### src/rtl/xcfc_pkg.sv
// -----------------------------------------------------------------------------
// xcfc_pkg
// Shared types and constants for the XOR-checked frame checker.
// -----------------------------------------------------------------------------
package xcfc_pkg;

   localparam int unsigned MAX_MESSAGE = 32;   // bytes of a message that are checked
   localparam int unsigned STORE_DEPTH = 28;   // payload bytes held
   localparam int unsigned IDX_W       = 5;    // payload index / size width
   localparam int unsigned POS_W       = 6;    // byte position, saturating
   localparam logic [POS_W-1:0] POS_SAT = '1;

   localparam logic [7:0] HDR0 = 8'h06;
   localparam logic [7:0] HDR1 = 8'h85;

   typedef enum logic [2:0] {
      FS_GOOD          = 3'd0,
      FS_BAD_HEADER    = 3'd1,
      FS_SIZE_MISMATCH = 3'd2,
      FS_BAD_CHECKSUM  = 3'd3,
      FS_TOO_SHORT     = 3'd4
   } frame_status_type;

   typedef enum logic [1:0] {
      ST_RECV,
      ST_STATUS,
      ST_RELEASE
   } ctrl_state_type;

   // controller -> datapath
   typedef struct packed {
      logic accept_en;     // receive side open
      logic load_status;   // load a status-only result
      logic load_entry;    // load the next stored payload byte
   } ctrl_cmd_type;

   // datapath -> controller
   typedef struct packed {
      logic msg_end;        // final byte of a message transferred this cycle
      logic good_nonempty;  // that message was good with a non-empty payload
      logic out_free;       // result register can take a new result
      logic rel_last;       // current release entry is the final one
   } dp_status_type;

endpackage

### src/rtl/xcfc_dp.sv
// -----------------------------------------------------------------------------
// xcfc_dp
// Frame checks, payload store, release counter and result register.
// -----------------------------------------------------------------------------
module xcfc_dp
   import xcfc_pkg::*;
(
   input  logic                  clock,
   input  logic                  reset,
   input  ctrl_cmd_type          cmd,
   output dp_status_type         status,
   input  logic                  csr_we,
   input  logic [IDX_W-1:0]      csr_size,
   input  logic                  in_xfer,
   input  logic [7:0]            in_byte,
   input  logic                  in_last,
   input  logic                  out_taken,
   output logic                  out_valid,
   output logic [7:0]            out_byte,
   output logic [IDX_W-1:0]      out_index,
   output logic                  out_last,
   output frame_status_type      out_status
);

   logic [IDX_W-1:0]  size_ff;
   logic [POS_W-1:0]  pos_ff,  pos_in;
   logic [7:0]        run_ff,  run_in;
   logic              hdr_f_ff, hdr_f_in;
   logic              size_f_ff, size_f_in;
   logic              chk_f_ff, chk_f_in;
   logic              seen_ff, seen_in;
   frame_status_type  st_ff, st_in;
   logic [IDX_W-1:0]  rel_idx_ff;
   logic              valid_ff;

   logic [7:0]        store [STORE_DEPTH];
   logic              store_we;
   logic [IDX_W-1:0]  store_wa;
   logic [POS_W-1:0]  pay_off;
   logic [POS_W-1:0]  chk_pos;

   assign pay_off = pos_ff - POS_W'(3);
   assign chk_pos = POS_W'(size_ff) + POS_W'(3);

   always_comb begin
      pos_in    = (pos_ff != POS_SAT) ? pos_ff + POS_W'(1) : pos_ff;
      run_in    = run_ff;
      hdr_f_in  = hdr_f_ff;
      size_f_in = size_f_ff;
      chk_f_in  = chk_f_ff;
      seen_in   = seen_ff;
      store_we  = 1'b0;
      store_wa  = pay_off[IDX_W-1:0];
      if (({1'b0, pos_ff} < (POS_W+1)'(MAX_MESSAGE)) && !seen_ff) begin
         if (pos_ff == POS_W'(0)) begin
            if (in_byte != HDR0) hdr_f_in = 1'b1;
         end else if (pos_ff == POS_W'(1)) begin
            if (in_byte != HDR1) hdr_f_in = 1'b1;
         end else if (pos_ff == POS_W'(2)) begin
            if ((in_byte != 8'(size_ff)) || (size_ff > IDX_W'(STORE_DEPTH)))
               size_f_in = 1'b1;
            run_in = in_byte;
         end else if (!size_f_ff && (pos_ff < chk_pos)) begin
            run_in   = run_ff ^ in_byte;
            store_we = (pay_off < POS_W'(STORE_DEPTH));
         end else if (!size_f_ff && (pos_ff == chk_pos)) begin
            seen_in = 1'b1;
            if (in_byte != run_ff) chk_f_in = 1'b1;
         end
      end
      if (hdr_f_in)       st_in = FS_BAD_HEADER;
      else if (size_f_in) st_in = FS_SIZE_MISMATCH;
      else if (!seen_in)  st_in = FS_TOO_SHORT;
      else if (chk_f_in)  st_in = FS_BAD_CHECKSUM;
      else                st_in = FS_GOOD;
   end

   always_ff @(posedge clock) begin
      if (reset) begin
         size_ff   <= '0;
         pos_ff    <= '0;
         run_ff    <= '0;
         hdr_f_ff  <= 1'b0;
         size_f_ff <= 1'b0;
         chk_f_ff  <= 1'b0;
         seen_ff   <= 1'b0;
      end else begin
         if (csr_we) size_ff <= csr_size;
         if (in_xfer) begin
            if (in_last) begin
               pos_ff    <= '0;
               run_ff    <= '0;
               hdr_f_ff  <= 1'b0;
               size_f_ff <= 1'b0;
               chk_f_ff  <= 1'b0;
               seen_ff   <= 1'b0;
            end else begin
               pos_ff    <= pos_in;
               run_ff    <= run_in;
               hdr_f_ff  <= hdr_f_in;
               size_f_ff <= size_f_in;
               chk_f_ff  <= chk_f_in;
               seen_ff   <= seen_in;
            end
         end
      end
   end

   // payload store, registered read straight into the result register
   always_ff @(posedge clock) begin
      if (in_xfer && store_we) store[store_wa] <= in_byte;
   end

   always_ff @(posedge clock) begin
      if (in_xfer && in_last) st_ff <= st_in;
      if (in_xfer && in_last) begin
         rel_idx_ff <= '0;
      end else if (cmd.load_entry) begin
         rel_idx_ff <= rel_idx_ff + IDX_W'(1);
      end
   end

   always_ff @(posedge clock) begin
      if (cmd.load_entry) begin
         out_byte   <= store[rel_idx_ff];
         out_index  <= rel_idx_ff;
         out_last   <= status.rel_last;
         out_status <= FS_GOOD;
      end else if (cmd.load_status) begin
         out_byte   <= '0;
         out_index  <= '0;
         out_last   <= 1'b1;
         out_status <= st_ff;
      end
   end

   always_ff @(posedge clock) begin
      if (reset) begin
         valid_ff <= 1'b0;
      end else if (cmd.load_entry || cmd.load_status) begin
         valid_ff <= 1'b1;
      end else if (out_taken) begin
         valid_ff <= 1'b0;
      end
   end

   assign out_valid            = valid_ff;
   assign status.msg_end       = in_xfer && in_last;
   assign status.good_nonempty = (st_in == FS_GOOD) && (size_ff != '0);
   assign status.out_free      = !valid_ff || out_taken;
   assign status.rel_last      = ({1'b0, rel_idx_ff} + (IDX_W+1)'(1)) == {1'b0, size_ff};

endmodule

### config.mk
export PLATFORM = sky130hd
export DESIGN_NAME = xcfc_dp
export DESIGN_NICKNAME = d
export VERILOG_FILES = /design/src/rtl/xcfc_pkg.sv /design/src/rtl/xcfc_dp.sv
export SDC_FILE = /design/constraint.sdc
export NUM_CORES = 1
export LEC_CHECK = 0
export CAP_MARGIN = 20
export CORE_MARGIN = 8
export CORE_UTILIZATION = 60
export DETAILED_ROUTE_END_ITERATION = 8
export DONT_BUFFER_PORTS = 1
export HOLD_SLACK_MARGIN = 0.03
export PLACE_DENSITY_LB_ADDON = 0.2
export SLEW_MARGIN = 5
export SYNTH_ARGS = -nofsm -noshare
export SYNTH_HDL_FRONTEND = slang
export SYNTH_SLANG_ARGS = --single-unit
export TNS_END_PERCENT = 10
### constraint.sdc
create_clock -name clock -period 3.65 [get_ports clock]
set_input_delay 1.095 -clock clock [delete_from_list [all_inputs] [get_ports clock]]
set_output_delay 1.095 -clock clock [all_outputs]
set_load 0.01 [all_outputs]
==> impl_metrics.tcl <==
set metrics [dict create \
    status "finished with violations" \
    violations "negative setup slack" \
    hp-class "flop to flop" \
    crit_arrival_ns 2.66 \
    overflow 0 \
    place_inst 999 \
    syn-cell-area_sq_um 11900 \
    dieArea_sq_um 24500 \
    max_slew_margin_pct 48.4 \
    cp_max_fo 3 \
    ys.flop_type "edfxtp_1" \
    final_nets 810 \
    crit_path_max_incr_delay_ns 0.33 \
    dr.pass1.iters 4 \
    crit_required_ns 2.55 \
    r2r-start "size_ff[0]" \
    ios 44 \
    grt_max_degree 52 \
    grt_pass1_vias 6792 \
    rsz0062_at_grt "true" \
    startpoint "size_ff[1]" \
    die_x_microns 157 \
    stdcell_area_sq_um 13300 \
    diodes 0 \
    finalCriticalPeriod_ns 3.75 \
    fp-row-count 51 \
    ys_seq_area_share_pct 67.3 \
    vias_per_cell 6.26 \
    dpl_cell_area_sq_um 12300 \
    area_delta_synth_final_pct 12.4 \
    maxSlewViolCount 0 \
    antenna_found_initial 0 \
    avgSynthCellArea_sq_um 16.2 \
    path_buf_inv 1 \
    cpLargestDelayFamily "compound AO/OA/AOI/OAI gates" \
    gp_congestion 0.837 \
    wl_per_cell_microns 23.9 \
    finClkSkew_ns 0.00856 \
    yosysUniqueCellTypes 60 \
    yosys.area.top_type "edfxtp_1" \
    synth_nets 771 \
    route.detailed.drc 0 \
    hpwlAfterDp_mm 15.2 \
    hold_viol 0 \
    drt_iter0_drc 625 \
    worstMarginPinSlew_ns 0.772 \
    wirelength_mm 25.3 \
    die_h_microns 157 \
    cts_buffer_depth 3 \
    ys.warnings.count 0 \
    grt_pass1_wl_mm 39.4 \
    cts.sinks 278 \
    htreeDepth 1 \
    fmax_mhz 266 \
    timing.final.crit_share_pct 103 \
    synth_area_leaders "edfxtp_1, mux4_2, dfxtp_1" \
    instances_no_fill 1056 \
    synth_cells 733 \
    static-leakage-power_nw 4.38 \
    final_layout_size_suffix_gt1_share_pct 23.4 \
    min_from "st_ff[0]" \
    path_cells "inv_2 > ha_4 > nor2_4 > xnor2_1 > ha_1 > nand3_2 > a211o_1 > a211oi_2 > o32a_1 > and4_4" \
    numCtsBuffers 27 \
    setup_viol 1 \
    synth_top_cell_area_share_pct 61.0 \
    detail-route-antenna-nets 0 \
    cts_hold_buf 0 \
    io_buffers 0 \
    coreArea_sq_um 19500 \
    ys_seq_elements 278 \
    drv_cap 0 \
    cts_root_buffer "clkbuf_16" \
    path_class "flop to primary output" \
    clkSlewWorstSetupHoldPaths_ns 0.06 \
    clkLatencyLatePin_ns 0.52 \
    critical-path-slowest-cell "ha_1" \
    grt_usage_pct 21.1 \
    vias 6611 \
    layout_setup_ws_ns -0.105 \
    cts_tree "done" \
    end_kind "primary output" \
    cp-start-kind "flop" \
    power.density_nw_per_um2 568 \
    pre_cts_ws_ns 0.210 \
    synth-edff-count 241 \
    ir_worst_vdd_mv 0.430 \
    start_util_pct 60.9 \
    synthArstFlopShare_pct 0 \
]
## final timing paths
check,slack (ns),end,depth (start not counted)
setup / recovery,-0.10,status[2],10
hold / removal,0.51,out_status[0],2
setup reg to reg,0.56,store[5][6],12
hold reg to reg,0.51,out_status[0],2
## placed cells by master (no fill, tap or decap), types with 12 or more instances in the layout
master / n
edfxtp_1: 241
nor2_1: 76
mux4_2: 62
buf_4: 51
dfxtp_1: 32
clkbuf_16: 27
nand2_1: 26
mux2i_1: 22
xnor2_1: 20
xor2_1: 16
o21ai_0: 16
a21oi_1: 15
ha_1: 14
nand3_1: 12
nor3_1: 12
## state kept, by name, summed over array words and instances (netlist names), 3 cells and up, named ones only
register / count
store: 224
run_ff: 8
out_index: 5
pos_ff: 6
size_ff: 5
out_byte: 8
out_status: 3
st_ff: 3
rel_idx_ff: 5
## routing by layer
layer	routed length, microns	up-vias	part of all wire (%)	track usage (%)
met5	0	-	0	0
met4	699	0	2.8	5.86
met3	1530	58	6.1	2.95
met2	12300	235	49	35.3
met1	10700	3386	42	28.6
li1	-	2932	-	-
## Yosys cell counts, types with 7 or more instances
cell type  count
edfxtp_1     241
nor2_1        77
mux4_2        62
dfxtp_1       37
clkbuf_1      29
nand2_1       26
mux2i_1       22
xnor2_1       20
o21ai_0       17
ha_1          16
xor2_1        16
a21oi_1       15
nand3_1       13
nor3_1        12
inv_1         11
nor2b_1       11
nand4b_1       9
a221o_1        8
buf_2          8
and2_1         7
nand2b_1       7
## layout make-up
class,count,area (sq um)
fill,1226,6130
tap,265,332
clock inverter,15,126
sequential,278,7990
timing repair buffer,53,423
clock buffer,33,728
inverter,11,43.8
multi-input combinational,401,3690
## power by group
group / switching, W / internal, W
clock network: 0.00112 / 0.00155
registers: 0.000146 / 0.00354
logic: 0.000582 / 0.000628
total: 0.00185 / 0.00572
## logic make-up after synthesis
group	synth area share, %
flops	67.3
simple gates	7.46
mux	13.8
compound gates	5.02
buf+inv	2.09
xor+xnor	2.66
fa+ha+maj	1.69
## timing repair
action                                  in CTS  in global routing
hold endpoints to repair                     0                  0
setup buffers                                8                  1
resized for setup                           13                  6
cloned                                       0                  0
pin swaps                                   12                  5
endpoints found under the setup margin       1                  1
## per-stage QoR
step	util [%]	total power (W)	hold WS, ns	TNS [ns]
floorplan	-	0.00465	0.456	0
global placement	63.4	0.00494	0.487	0
detailed placement	63.4	0.00496	0.493	0
CTS	68.3	0.00763	0.507	-0.0270
global route	68.5	0.00784	0.553	-0.243
finish	68.5	0.00758	0.507	-0.105
## tightest hold or removal path, delay by kind of cell (launching register included)
family / cells / cell delay [ns]
multiplexers: 1 / 0.07
AND/OR/NAND/NOR: 1 / 0.07
flip-flops: 1 / 0.33
No activity file was read; power rests on OpenSTA's default activity.
